**src/rtl/c8i_pkg.sv**
```systemverilog
`default_nettype none
package c8i_pkg;

  // geometry and fixed addresses
  localparam int STACK_DEPTH_DEF = 16;
  localparam int SCREEN_W        = 64;
  localparam int SCREEN_H        = 32;
  localparam int ROW_W           = $clog2(SCREEN_H);
  localparam int MEM_DEPTH       = 4096;
  localparam int ADDR_W          = 12;
  localparam int REG_COUNT       = 16;
  localparam int REG_AW          = 4;
  localparam int FONT_BYTES      = 80;
  localparam int IN_W            = 48;
  localparam int OUT_W           = 80;
  localparam logic [ADDR_W-1:0] FONT_BASE = 12'h050;
  localparam logic [ADDR_W-1:0] START_PC  = 12'h200;
  localparam logic [ADDR_W-1:0] ADDR_LAST = 12'hFFF;
  localparam logic [REG_AW-1:0] FLAG_REG  = 4'hF;

  // item kinds carried on tuser
  typedef enum logic [1:0] {
    OP_EXEC  = 2'd0,
    OP_WRITE = 2'd1,
    OP_TICK  = 2'd2,
    OP_READ  = 2'd3
  } item_op_t;

  // configuration register indexes
  localparam logic CFG_SHIFT_Y = 1'b0;
  localparam logic CFG_JUMP_X  = 1'b1;

  // instruction groups (top nibble)
  localparam logic [3:0] OPC_SYS  = 4'h0;
  localparam logic [3:0] OPC_JMP  = 4'h1;
  localparam logic [3:0] OPC_CALL = 4'h2;
  localparam logic [3:0] OPC_SEQI = 4'h3;
  localparam logic [3:0] OPC_SNEI = 4'h4;
  localparam logic [3:0] OPC_SEQR = 4'h5;
  localparam logic [3:0] OPC_LDI  = 4'h6;
  localparam logic [3:0] OPC_ADDI = 4'h7;
  localparam logic [3:0] OPC_ALU  = 4'h8;
  localparam logic [3:0] OPC_SNER = 4'h9;
  localparam logic [3:0] OPC_LDX  = 4'hA;
  localparam logic [3:0] OPC_JOFS = 4'hB;
  localparam logic [3:0] OPC_RND  = 4'hC;
  localparam logic [3:0] OPC_DRW  = 4'hD;
  localparam logic [3:0] OPC_KEY  = 4'hE;
  localparam logic [3:0] OPC_MISC = 4'hF;

  localparam logic [15:0] INS_CLS = 16'h00E0;
  localparam logic [15:0] INS_RET = 16'h00EE;

  // register to register operations
  localparam logic [3:0] ALU_MOV  = 4'h0;
  localparam logic [3:0] ALU_OR   = 4'h1;
  localparam logic [3:0] ALU_AND  = 4'h2;
  localparam logic [3:0] ALU_XOR  = 4'h3;
  localparam logic [3:0] ALU_ADD  = 4'h4;
  localparam logic [3:0] ALU_SUB  = 4'h5;
  localparam logic [3:0] ALU_SHR  = 4'h6;
  localparam logic [3:0] ALU_SUBN = 4'h7;
  localparam logic [3:0] ALU_SHL  = 4'hE;

  localparam logic [7:0] KEY_DOWN = 8'h9E;
  localparam logic [7:0] KEY_UP   = 8'hA1;

  // misc group sub-codes
  localparam logic [7:0] FN_DELAY_RD = 8'h07;
  localparam logic [7:0] FN_KEY_WAIT = 8'h0A;
  localparam logic [7:0] FN_DELAY_WR = 8'h15;
  localparam logic [7:0] FN_SOUND_WR = 8'h18;
  localparam logic [7:0] FN_IDX_ADD  = 8'h1E;
  localparam logic [7:0] FN_FONT     = 8'h29;
  localparam logic [7:0] FN_BCD      = 8'h33;
  localparam logic [7:0] FN_STORE    = 8'h55;
  localparam logic [7:0] FN_LOAD     = 8'h65;

  // sequencer states
  typedef enum logic [3:0] {
    ST_CLEAR,
    ST_IDLE,
    ST_FETCH_HI,
    ST_FETCH_LO,
    ST_DECODE,
    ST_READ_Y,
    ST_EXEC,
    ST_FLAG,
    ST_BCD,
    ST_STORE_RD,
    ST_STORE_WR,
    ST_LOAD_RD,
    ST_LOAD_WR,
    ST_DRAW_RD,
    ST_DRAW_WR,
    ST_RESP
  } state_t;

  typedef enum logic [1:0] {MR_PC, MR_PC1, MR_IDX} mem_rsel_t;
  typedef enum logic [1:0] {MW_IN, MW_CLR, MW_BCD, MW_STORE} mem_wsel_t;
  typedef enum logic [1:0] {VR_A, VR_Y, VR_CNT} v_rsel_t;
  typedef enum logic [1:0] {VW_EXEC, VW_FLAG, VW_LOAD, VW_CLR} v_wsel_t;

  // controller to datapath
  typedef struct packed {
    logic      accept;
    mem_rsel_t mem_rsel;
    logic      mem_we;
    mem_wsel_t mem_wsel;
    v_rsel_t   v_rsel;
    logic      v_we;
    v_wsel_t   v_wsel;
    logic      ir_hi_ld;
    logic      ir_lo_ld;
    logic      va_ld;
    logic      exec;
    logic      draw_ld;
    logic      cnt_clr;
    logic      cnt_inc;
    logic      out_load;
  } cmd_t;

  // datapath to controller
  typedef struct packed {
    logic in_is_exec;
    logic in_is_write;
    logic clr_last;
    logic need_flag;
    logic is_bcd;
    logic is_store;
    logic is_load;
    logic is_draw;
    logic cnt_at_x;
    logic cnt_two;
    logic draw_end;
  } sts_t;

  localparam logic [7:0] FONT_ROM [FONT_BYTES] = '{
    8'hF0, 8'h90, 8'h90, 8'h90, 8'hF0, 8'h20, 8'h60, 8'h20, 8'h20, 8'h70,
    8'hF0, 8'h10, 8'hF0, 8'h80, 8'hF0, 8'hF0, 8'h10, 8'hF0, 8'h10, 8'hF0,
    8'h90, 8'h90, 8'hF0, 8'h10, 8'h10, 8'hF0, 8'h80, 8'hF0, 8'h10, 8'hF0,
    8'hF0, 8'h80, 8'hF0, 8'h90, 8'hF0, 8'hF0, 8'h10, 8'h20, 8'h40, 8'h40,
    8'hF0, 8'h90, 8'hF0, 8'h90, 8'hF0, 8'hF0, 8'h90, 8'hF0, 8'h10, 8'hF0,
    8'hF0, 8'h90, 8'hF0, 8'h90, 8'h90, 8'hE0, 8'h90, 8'hE0, 8'h90, 8'hE0,
    8'hF0, 8'h80, 8'h80, 8'h80, 8'hF0, 8'hE0, 8'h90, 8'h90, 8'h90, 8'hE0,
    8'hF0, 8'h80, 8'hF0, 8'h80, 8'hF0, 8'hF0, 8'h80, 8'hF0, 8'h80, 8'h80
  };

  // initial memory contents at a given address
  function automatic logic [7:0] boot_byte(input logic [ADDR_W-1:0] a);
    logic [ADDR_W-1:0] ofs;
    ofs = a - FONT_BASE;
    if (a >= FONT_BASE && ofs < ADDR_W'(FONT_BYTES)) begin
      return FONT_ROM[ofs[6:0]];
    end
    return 8'h00;
  endfunction

  // one decimal digit of a byte: 0 hundreds, 1 tens, 2 ones
  function automatic logic [7:0] bcd_digit(input logic [7:0] v, input logic [1:0] sel);
    logic [1:0]  h;
    logic [7:0]  r;
    logic [15:0] prod;
    logic [3:0]  t;
    logic [7:0]  o;
    h = (v >= 8'd200) ? 2'd2 : ((v >= 8'd100) ? 2'd1 : 2'd0);
    r = v - ({6'd0, h} * 8'd100);
    prod = 16'(r) * 16'd205;
    t = prod[14:11];
    o = r - ({4'd0, t} * 8'd10);
    case (sel)
      2'd0:    return {6'd0, h};
      2'd1:    return {4'd0, t};
      default: return o;
    endcase
  endfunction

endpackage
`default_nettype wire

```
**src/rtl/c8i_ctrl.sv**
```systemverilog
`default_nettype none
module c8i_ctrl (
  input  wire logic          clk,
  input  wire logic          rst_n,
  input  wire logic          in_tvalid,
  output logic               in_tready,
  output logic               out_tvalid,
  input  wire logic          out_tready,
  input  wire c8i_pkg::sts_t sts,
  output c8i_pkg::cmd_t      cmd
);

  c8i_pkg::state_t state_r, state_nxt;
  logic out_valid_r, out_valid_nxt;

  // state and result valid registers
  always_ff @(posedge clk) begin
    if (!rst_n) begin
      state_r     <= c8i_pkg::ST_CLEAR;
      out_valid_r <= 1'b0;
    end else begin
      state_r     <= state_nxt;
      out_valid_r <= out_valid_nxt;
    end
  end

  assign out_tvalid = out_valid_r;

  // next state and commands
  always_comb begin
    cmd          = '0;
    cmd.mem_rsel = c8i_pkg::MR_PC;
    cmd.mem_wsel = c8i_pkg::MW_IN;
    cmd.v_rsel   = c8i_pkg::VR_A;
    cmd.v_wsel   = c8i_pkg::VW_EXEC;
    in_tready    = 1'b0;
    state_nxt    = state_r;
    unique case (state_r)
      c8i_pkg::ST_CLEAR: begin
        cmd.mem_we   = 1'b1;
        cmd.mem_wsel = c8i_pkg::MW_CLR;
        cmd.v_we     = 1'b1;
        cmd.v_wsel   = c8i_pkg::VW_CLR;
        cmd.cnt_inc  = 1'b1;
        if (sts.clr_last) begin
          cmd.cnt_clr = 1'b1;
          state_nxt   = c8i_pkg::ST_IDLE;
        end
      end
      c8i_pkg::ST_IDLE: begin
        in_tready = 1'b1;
        if (in_tvalid) begin
          cmd.accept = 1'b1;
          cmd.mem_we = sts.in_is_write;
          state_nxt  = sts.in_is_exec ? c8i_pkg::ST_FETCH_HI : c8i_pkg::ST_RESP;
        end
      end
      c8i_pkg::ST_FETCH_HI: begin
        cmd.ir_hi_ld = 1'b1;
        cmd.mem_rsel = c8i_pkg::MR_PC1;
        state_nxt    = c8i_pkg::ST_FETCH_LO;
      end
      c8i_pkg::ST_FETCH_LO: begin
        cmd.ir_lo_ld = 1'b1;
        state_nxt    = c8i_pkg::ST_DECODE;
      end
      c8i_pkg::ST_DECODE: begin
        cmd.v_rsel = c8i_pkg::VR_A;
        state_nxt  = c8i_pkg::ST_READ_Y;
      end
      c8i_pkg::ST_READ_Y: begin
        cmd.va_ld  = 1'b1;
        cmd.v_rsel = c8i_pkg::VR_Y;
        state_nxt  = c8i_pkg::ST_EXEC;
      end
      c8i_pkg::ST_EXEC: begin
        cmd.exec    = 1'b1;
        cmd.v_we    = 1'b1;
        cmd.v_wsel  = c8i_pkg::VW_EXEC;
        cmd.cnt_clr = 1'b1;
        if (sts.need_flag)     state_nxt = c8i_pkg::ST_FLAG;
        else if (sts.is_bcd)   state_nxt = c8i_pkg::ST_BCD;
        else if (sts.is_store) state_nxt = c8i_pkg::ST_STORE_RD;
        else if (sts.is_load)  state_nxt = c8i_pkg::ST_LOAD_RD;
        else if (sts.is_draw)  state_nxt = c8i_pkg::ST_DRAW_RD;
        else                   state_nxt = c8i_pkg::ST_RESP;
      end
      c8i_pkg::ST_FLAG: begin
        cmd.v_we   = 1'b1;
        cmd.v_wsel = c8i_pkg::VW_FLAG;
        state_nxt  = c8i_pkg::ST_RESP;
      end
      c8i_pkg::ST_BCD: begin
        cmd.mem_we   = 1'b1;
        cmd.mem_wsel = c8i_pkg::MW_BCD;
        cmd.cnt_inc  = 1'b1;
        if (sts.cnt_two) state_nxt = c8i_pkg::ST_RESP;
      end
      c8i_pkg::ST_STORE_RD: begin
        cmd.v_rsel = c8i_pkg::VR_CNT;
        state_nxt  = c8i_pkg::ST_STORE_WR;
      end
      c8i_pkg::ST_STORE_WR: begin
        cmd.mem_we   = 1'b1;
        cmd.mem_wsel = c8i_pkg::MW_STORE;
        cmd.cnt_inc  = 1'b1;
        state_nxt    = sts.cnt_at_x ? c8i_pkg::ST_RESP : c8i_pkg::ST_STORE_RD;
      end
      c8i_pkg::ST_LOAD_RD: begin
        cmd.mem_rsel = c8i_pkg::MR_IDX;
        state_nxt    = c8i_pkg::ST_LOAD_WR;
      end
      c8i_pkg::ST_LOAD_WR: begin
        cmd.v_we    = 1'b1;
        cmd.v_wsel  = c8i_pkg::VW_LOAD;
        cmd.cnt_inc = 1'b1;
        state_nxt   = sts.cnt_at_x ? c8i_pkg::ST_RESP : c8i_pkg::ST_LOAD_RD;
      end
      c8i_pkg::ST_DRAW_RD: begin
        cmd.mem_rsel = c8i_pkg::MR_IDX;
        state_nxt    = sts.draw_end ? c8i_pkg::ST_FLAG : c8i_pkg::ST_DRAW_WR;
      end
      c8i_pkg::ST_DRAW_WR: begin
        cmd.draw_ld = 1'b1;
        cmd.cnt_inc = 1'b1;
        state_nxt   = c8i_pkg::ST_DRAW_RD;
      end
      c8i_pkg::ST_RESP: begin
        if (!out_valid_r || out_tready) begin
          cmd.out_load = 1'b1;
          state_nxt    = c8i_pkg::ST_IDLE;
        end
      end
      default: state_nxt = c8i_pkg::ST_CLEAR;
    endcase
  end

  // result valid holds until taken
  always_comb begin
    if (cmd.out_load)    out_valid_nxt = 1'b1;
    else if (out_tready) out_valid_nxt = 1'b0;
    else                 out_valid_nxt = out_valid_r;
  end

endmodule
`default_nettype wire

```
**config.mk**
```make
export PLATFORM = sky130hd
export DESIGN_NAME = c8i_ctrl
export DESIGN_NICKNAME = d
export VERILOG_FILES = /design/src/rtl/c8i_pkg.sv /design/src/rtl/c8i_ctrl.sv
export SDC_FILE = /design/constraint.sdc
export NUM_CORES = 1
export LEC_CHECK = 0
export ABC_AREA = 0
export BUFFER_PORTS_ARGS = -buffer_cell sky130_fd_sc_hd__buf_2
export CAP_MARGIN = 5
export CORE_MARGIN = 4
export CORE_UTILIZATION = 40
export CTS_BUF_LIST = sky130_fd_sc_hd__clkbuf_16
export DETAILED_ROUTE_END_ITERATION = 7
export MAX_ROUTING_LAYER = met4
export PLACE_DENSITY_LB_ADDON = 0.08
export SETUP_SLACK_MARGIN = 0.1
export SLEW_MARGIN = 15
export SYNTH_ARGS = -nofsm -noshare
export SYNTH_HDL_FRONTEND = slang
export SYNTH_SLANG_ARGS = --single-unit
```
**constraint.sdc**
```tcl
create_clock -name clk -period 2.43 [get_ports clk]
set_input_delay 0.1215 -clock clk [delete_from_list [all_inputs] [get_ports clk]]
set_output_delay 0.1215 -clock clk [all_outputs]
set_load 0.03 [all_outputs]
```
==> metrics, run 1 <==
area of the core=1750 um^2; kind of critical path=reg -> out; Hold-fix buffers, CTS=0; Final nets=158; fillers=190; DP Area=890 um^2; root buf cell=clkbuf_16; Max Fclk=542 MHz; max-slew violations=0; Die Span X=51.2 um; Initial Util=0.427; largest net degree at the start of global routing=21; EDFF count, synth=0; Worst R2R End=state_r[3]; Slew headroom=0.582; CP bufs+invs=1; global-route wire length before repair=3.20 mm; FP Rows=15; async set-or-reset flop fraction in the synthesized netlist=0; Final Cell Area=968 um^2; multi-input logic area=527 um^2; Clock Latency Late Sink=230 ps; crit path DAT=1720 ps; Hold Vio Cnt, Final=0; Final min period=1850 ps; GR Overflow Total=0; synth warn=0; Crit. End Element=output port; CP max stage cell=dfxtp_1; Cells after Synth=110; DR iter-0 viols=18; top_reg_cell synth=dfxtp_1; initial antenna violation count=0; WL per Instance=12.3 um; Hold Path Depth=3; Cell Pwr Density=547 nW/um^2; Post-DP HPWL=1.61 mm; DIE HEIGHT=51.2 um; # resized after CTS=0; leading cell type in the layout, fill and taps excluded=buf_2; post-synth cell types=37; CTS tree=yes; average size of a mapped cell=6.78 um^2; element type at the critical path start=register; GRT Resource Usage Total=0.166; static leakage=0.480 nW; ANT nets after route=0; Peak VDD IR=0.571 mV; Synth Register Bits=5; fin crit share=0.759; status=finished, final reports clean; I/O pins=36; share of cells above drive strength 1=0.373; DIE AREA=2620 um^2; Sum Neg Setup Slack=0 ps; R2R cell count=6; routability congestion estimate=0.809; Post-Route Skew=1.76 ps; max capacitance violation total=0; delay-heaviest family, CP=flip-flops; clk sink count=5; pre-CTS setup slack=862 ps; I/O Buffers=35; Final setup viols=0; CTS HTree Levels=1; drt pass-1 iters=4; worst-margin pin slew=626 ps; Post-CTS Repair Setup Buffers=0; CP required=2310 ps; # DRC=0; syn nets=125; Num CTS Buffers=3; Min-Delay Endpoint=state_r[0]; CP Max Fanout=15; Hold WC Path Type=in -> reg; Inserted Diodes=0; reg2reg start=state_r[0]; Longest Clk Path Bufs=2; clock slew at reported path FFs=30 ps; vias in the first global route=746; RSZ-0062 raised after global routing=false; vias per cell=5.12; Largest stage delay, worst path=710 ps; cells along the critical path=nor2b_1 -> nor4_2 -> nand2b_1 -> buf_2; internal reg-to-reg setup slack=840 ps; area grow syn2layout=29.9%; FF/Latch Area=100 um^2; Final Worst Setup Slack=585 ps; wirelength, routed=2.06 mm; vias=855; Post-Syn Area=746 um^2; HP Start=rst_n; most frequent cells in the layout=35 x buf_2, 15 x nor2_1, 11 x nand2_1; post-synthesis sequential area ratio=0.134
[registers in the layout (all words and copies together), names as in the netlist]
name / count
out_tvalid: 1
state_r: 4
[synthesized netlist by cell type (2+ instances only)]
master | instances | area (um^2)
dfxtp_1 | 5 | 100
a21oi_1 | 10 | 50.1
a221oi_2 | 2 | 30.0
nand2b_1 | 5 | 31.3
buf_2 | 2 | 10.0
a21boi_1 | 3 | 22.5
buf_6 | 4 | 45.0
o21ai_1 | 6 | 30.0
nand2_1 | 11 | 41.3
a31oi_1 | 3 | 18.8
nor2b_1 | 3 | 18.8
inv_1 | 3 | 11.3
nor2_1 | 15 | 56.3
nand3_1 | 3 | 15.0
and2_1 | 3 | 18.8
nor3_1 | 5 | 25.0
buf_4 | 6 | 45.0
o21ai_0 | 2 | 10.0
[routing by layer]
layer | up-vias | track usage | wire length [um]
met5 | - | - | 0
met2 | 23 | 0.264 | 923
met3 | 3 | 0.0233 | 126
li1 | 442 | - | -
met1 | 387 | 0.206 | 980
met4 | 0 | 0.0807 | 31
[cell type report]
type | count | area share
Sequential cell | 5 | 0.103
Tap cell | 25 | 0.0323
Inverter | 5 | 0.0194
Clock buffer | 3 | 0.0775
Multi-Input combinational cell | 88 | 0.544
Clock inverter | 1 | 0.00388
Timing Repair Buffer | 40 | 0.220
[how the worst max path moves through the flow]
stage | start | end | slack (ps) | cells past startpoint
after floorplan | state_r[1] | cmd[18] | 500 | 4
after global placement | state_r[2] | cmd[10] | 870 | 4
after detailed placement | state_r[2] | cmd[10] | 860 | 4
after CTS | state_r[2] | cmd[10] | 620 | 4
after global routing | state_r[2] | cmd[10] | 530 | 4
final | state_r[2] | cmd[10] | 580 | 4
[cell families after synthesis]
group | after synthesis | synth area share
buffers and inverters | 17 | 0.159
flip-flops | 5 | 0.134
AO/OA/AOI/OAI | 31 | 0.277
AND/OR/NAND/NOR | 55 | 0.404
multiplexers | 1 | 0.0134
XOR/XNOR | 1 | 0.0117
[power breakdown]
part           leakage (nW)  internal [mW]  switching, mW
combinational         0.397         0.0609          0.108
sequential           0.0406         0.0858        0.00933
clock                0.0423          0.213         0.0526
total                 0.480          0.360          0.170
[stage by stage]
stage	util	instances	total power, mW	hold slack [ps]
3_5_place_dp	0.510	163	0.265	397
2_1_floorplan	-	110	0.222	238
4_1_cts	0.555	167	0.536	159
5_1_grt	0.555	167	0.555	182
3_3_place_gp	0.510	163	0.264	392
6_report	0.555	167	0.530	157
[tightest hold or removal path: stages]
cell and delay [ps]:
buf_2 120, nand2_1 60, a21oi_1 30
Note: power is estimated with default switching activity, not from simulation.
==> run 2, diff against run 1 <==
==> constraint.sdc (replaced) <==
create_clock -name clk -period 1.9 [get_ports clk]
set_input_delay 0.095 -clock clk [delete_from_list [all_inputs] [get_ports clk]]
set_output_delay 0.095 -clock clk [all_outputs]
set_load 0.03 [all_outputs]
==> run 2 against run 1 <==
Die area unchanged. Sequential power up 27%. Hold slack got worse by 18 ps. Register-to-register slack worse by 500 ps. Via count down 0.47%. Count of clock-buffer cells in the layout unchanged. Core utilization increased by 0.93 points. First-iteration DRC count down 56%. Critical endpoint unchanged. Highest routed layer unchanged.
==> metrics, run 2 (same netlist as run 1, synthesis figures left out) <==
Longest Clk Path Bufs=2; Worst Setup SP=state_r[3]; Largest Register=state_r; initial antenna violation count=0; vias per cell=5.10; placed cells=163; multi-input logic area=542 um^2; net switching power=219 uW; cells along the critical path=and2b_1 -> nor4_2 -> nand2b_1 -> buf_2; root buf cell=clkbuf_16; status=finished, final reports clean; ANT nets after route=0; WL per Instance=12.0 um; kind of critical path=reg -> out; Cell Pwr Density=690 nW/um^2; clk sink count=5; internal power=461 uW; worst hold slack=140 ps; FP Rows=15; final core utilization=0.564; CP Max Fanout=19; vias=851; worst setup path end=cmd[10]; HP Start=rst_n; area of the core=1750 um^2; GR Overflow Total=0; element type at the critical path start=register; Power Total=680 uW; crit path DAT=1560 ps; pre-CTS setup slack=263 ps; Final min period=1660 ps; Worst R2R End=state_r[3]; Hold Vio Cnt, Final=0; Peak VDD IR=0.541 mV; largest net degree at the start of global routing=21; drt pass-1 iters=4; Sw Share=0.322; Seq pwr share=0.177; FF/Latch Area=101 um^2; R2R cell count=6; Num CTS Buffers=3; area grow syn2layout=32.0%; DR iter-0 viols=8; leading cell type in the layout, fill and taps excluded=buf_2; Sum Neg Setup Slack=0 ps; fin crit share=0.872; most frequent cells in the layout=35 x buf_2, 15 x nor2_1, 11 x nand2_1; # DRC=0; Max Fclk=604 MHz; clock network power share=0.501; Hold-fix buffers, CTS=0; fillers=191; Post-CTS Repair Setup Buffers=0; vias in the first global route=791; CP required=1800 ps; # resized after CTS=1; Initial Util=0.427; CP max stage cell=dfxtp_2; DP Area=905 um^2; Comb power frac=0.321; max-slew violations=0; reg2reg start=state_r[0]; Cell Count, Final, Fillers Out=167; Final Worst Setup Slack=243 ps; Largest register FFs=4; internal reg-to-reg setup slack=340 ps; CTS tree=yes; Slew headroom=0.757; clock slew at reported path FFs=30 ps; global-route wire length before repair=3.39 mm; I/O Buffers=35; DIE HEIGHT=51.2 um; Final nets=158; Largest stage delay, worst path=540 ps; Inserted Diodes=0; GRT Resource Usage Total=0.176; wirelength, routed=2.00 mm; Crit. End Element=output port; I/O pins=36; Die Span X=51.2 um; Final setup viols=0; Post-Route Skew=0.571 ps; RSZ-0062 raised after global routing=false; Final Cell Area=985 um^2; static leakage=0.493 nW; routability congestion estimate=0.790; Clock Latency Late Sink=230 ps; share of cells above drive strength 1=0.401; max capacitance violation total=0; Post-DP HPWL=1.58 mm; worst-margin pin slew=365 ps; CTS HTree Levels=1; Hold WC Path Type=in -> reg; DIE AREA=2620 um^2
-- run 2: cell counts in the layout (fill, tap and decap cells not counted) --
Identical to the previous run, type by type.
-- run 2: worst min path at each step --
stage | to | slack [ps] | cells after the start
after global placement | state_r[0] | 370 | 3
after floorplan | state_r[0] | 210 | 2
after global routing | state_r[0] | 140 | 3
after CTS | state_r[0] | 130 | 3
after detailed placement | state_r[0] | 370 | 3
final | state_r[0] | 140 | 3
-- run 2: cell type report --
class,count,share of cell area
inverter,5,0.0191
clock buffer,3,0.0762
timing repair buffer,40,0.216
tap,25,0.0318
multi-input combinational,88,0.550
clock inverter,1,0.00381
sequential,5,0.103
-- run 2: critical path: cells and delay by family, from the launching register on --
kind	cells	cell delay, ps
buf+inv	1	190
simple gates	3	600
flops	1	540
-- run 2: metal layers --
metal | track usage | up-vias | wire (um)
li1 | - | 445 | -
met1 | 0.216 | 377 | 878
met2 | 0.273 | 24 | 953
met3 | 0.0204 | 5 | 120
met4 | 0.108 | 0 | 44
met5 | - | - | 0
-- run 2: power groups by stage --
stage               sequential [mW]  clock, mW  combinational, mW
floorplan                     0.113          0              0.173
global placement              0.122          0              0.218
detailed placement            0.122          0              0.220
CTS                           0.121      0.344              0.220
global route                  0.122      0.349              0.239
finish                        0.121      0.341              0.218
==> run 3, diff against run 2 <==
--- a/config.mk
+++ b/config.mk
@@ -6,10 +6,11 @@
 export NUM_CORES = 1
 export LEC_CHECK = 0
 export ABC_AREA = 0
+export ABC_CLOCK_PERIOD_IN_PS = 1900
 export BUFFER_PORTS_ARGS = -buffer_cell sky130_fd_sc_hd__buf_2
 export CAP_MARGIN = 5
 export CORE_MARGIN = 4
-export CORE_UTILIZATION = 40
+export CORE_UTILIZATION = 43
 export CTS_BUF_LIST = sky130_fd_sc_hd__clkbuf_16
 export DETAILED_ROUTE_END_ITERATION = 7
 export MAX_ROUTING_LAYER = met4
==> run 3 against run 2 <==
Core utilization increased by 5.9 points. First-iteration DRC count increased to 2.8 times the previous value. Global-route usage decreased by 0.15 points. Highest routed layer unchanged. Die area down 5.9%. Cell count is 4.8% lower. Clock power hardly changed. Via count is 2.4% higher. Critical path depth unchanged.
==> metrics, run 3 (same netlist as run 1, synthesis figures left out) <==
status=finished, final reports clean; Hold-fix buffers, CTS=0; fillers=162; largest net degree at the start of global routing=19; GRT Resource Usage Total=0.174; CP required=1800 ps; multi-input logic area=542 um^2; Post-DP HPWL=1.58 mm; Initial Util=0.473; CTS HTree Levels=1; RSZ-0062 raised after global routing=false; Final min period=1670 ps; element type at the critical path start=register; routability congestion estimate=0.918; wirelength, routed=2.06 mm; leading cell type in the layout, fill and taps excluded=buf_2; DIE AREA=2460 um^2; Levels on crit path=4; Sum Neg Setup Slack=0 ps; worst-margin pin slew=526 ps; I/O pins=36; met2 Use GR=0.269; Post-Route Skew=3.96 ps; delay-heaviest family, CP=flip-flops; WL per Instance=13.0 um; Final setup viols=0; Clock Latency Late Sink=230 ps; root buf cell=clkbuf_16; Num CTS Buffers=3; Longest Clk Path Bufs=2; Peak VDD IR=0.672 mV; DIE HEIGHT=49.6 um; GRT busiest layer=met2; # DRC=0; CP max stage cell=dfxtp_1; GR Overflow Total=0; max capacitance violation total=0; static leakage=0.499 nW; Hold WC Path Type=in -> reg; cells along the critical path=nand2b_1 -> nor3_2 -> and2_1 -> buf_2; Slew headroom=0.649; Cell Pwr Density=693 nW/um^2; Die Span X=49.6 um; Crit. End Element=output port; Hold Path Depth=3; CP bufs+invs=1; most frequent cells in the layout=35 x buf_2, 15 x nor2_1, 11 x nand2_1; clk sink count=5; area of the core=1580 um^2; share of cells above drive strength 1=0.413; DR iter-0 viols=22; Max Fclk=599 MHz; area grow syn2layout=31.7%; clock slew at reported path FFs=30 ps; vias=871; FP Rows=14; CTS tree=yes; vias per cell=5.48; fin crit share=0.879; drt pass-1 iters=4; initial antenna violation count=0; global-route wire length before repair=3.28 mm; I/O Buffers=35; met3 GRT Util=0.0602; Inserted Diodes=0; R2R cell count=5; Hold Vio Cnt, Final=0; Largest Register=state_r; vias in the first global route=732; Final nets=159; crit path DAT=1570 ps; CP Max Fanout=14; FF/Latch Area=103 um^2; max-slew violations=0; ANT nets after route=0; grt met1 use=0.213; Largest stage delay, worst path=640 ps; Largest register FFs=4; Power Total=681 uW; kind of critical path=reg -> out
## run 3: final cells by class
class                           instances  share of cell area
Tap cell                               16              0.0204
Inverter                                5              0.0191
Multi-Input combinational cell         88               0.552
Clock inverter                          1             0.00382
Timing Repair Buffer                   41               0.224
Clock buffer                            3              0.0764
Sequential cell                         5               0.104
## run 3: through the flow
stage | hold WS [ps] | setup slack [ps] | cells | util | instance area (um^2)
CTS | 138 | 101 | 159 | 0.622 | 981
finish | 137 | 230 | 159 | 0.623 | 982
floorplan | 211 | 182 | 110 | - | 761
global route | 162 | 127 | 159 | 0.623 | 982
global placement | 380 | 289 | 155 | 0.571 | 901
detailed placement | 368 | 264 | 155 | 0.571 | 901
## run 3: worst paths after layout
path / endpoint / start / slack, ps
worst max register to register: state_r[2] / state_r[0] / 260
worst min-delay path: state_r[0] / rst_n / 140
worst min register to register: out_tvalid / out_tvalid / 540
worst max-delay path: cmd[18] / state_r[0] / 230
## run 3: worst register-to-register path, stage by stage, from the launching register on
cell	delay [ps]
dfxtp_1	640
clkinv_1	280
o311ai_1	160
a31oi_1	160
a221oi_2	190
a21oi_1	90
## run 3: report_power, final
| group | leakage (nW) | internal (mW) | switching (mW) |
|---|---|---|---|
| Sequential | 0.0416 | 0.110 | 0.0153 |
| Combinational | 0.415 | 0.0789 | 0.139 |
| Clock | 0.0423 | 0.272 | 0.0655 |
## run 3: repair_timing
action	CTS	global route
gates cloned	0	0
buffers inserted	0	0
setup endpoints to repair	1	2
gates resized for setup	1	1
hold endpoints to repair	0	0
## run 3: metal layers
| metal | routed length, um | share of wire |
|---|---|---|
| met1 | 942 | 0.46 |
| met5 | 0 | 0 |
| met4 | 10 | 0.0049 |
| met2 | 933 | 0.45 |
| met3 | 174 | 0.084 |
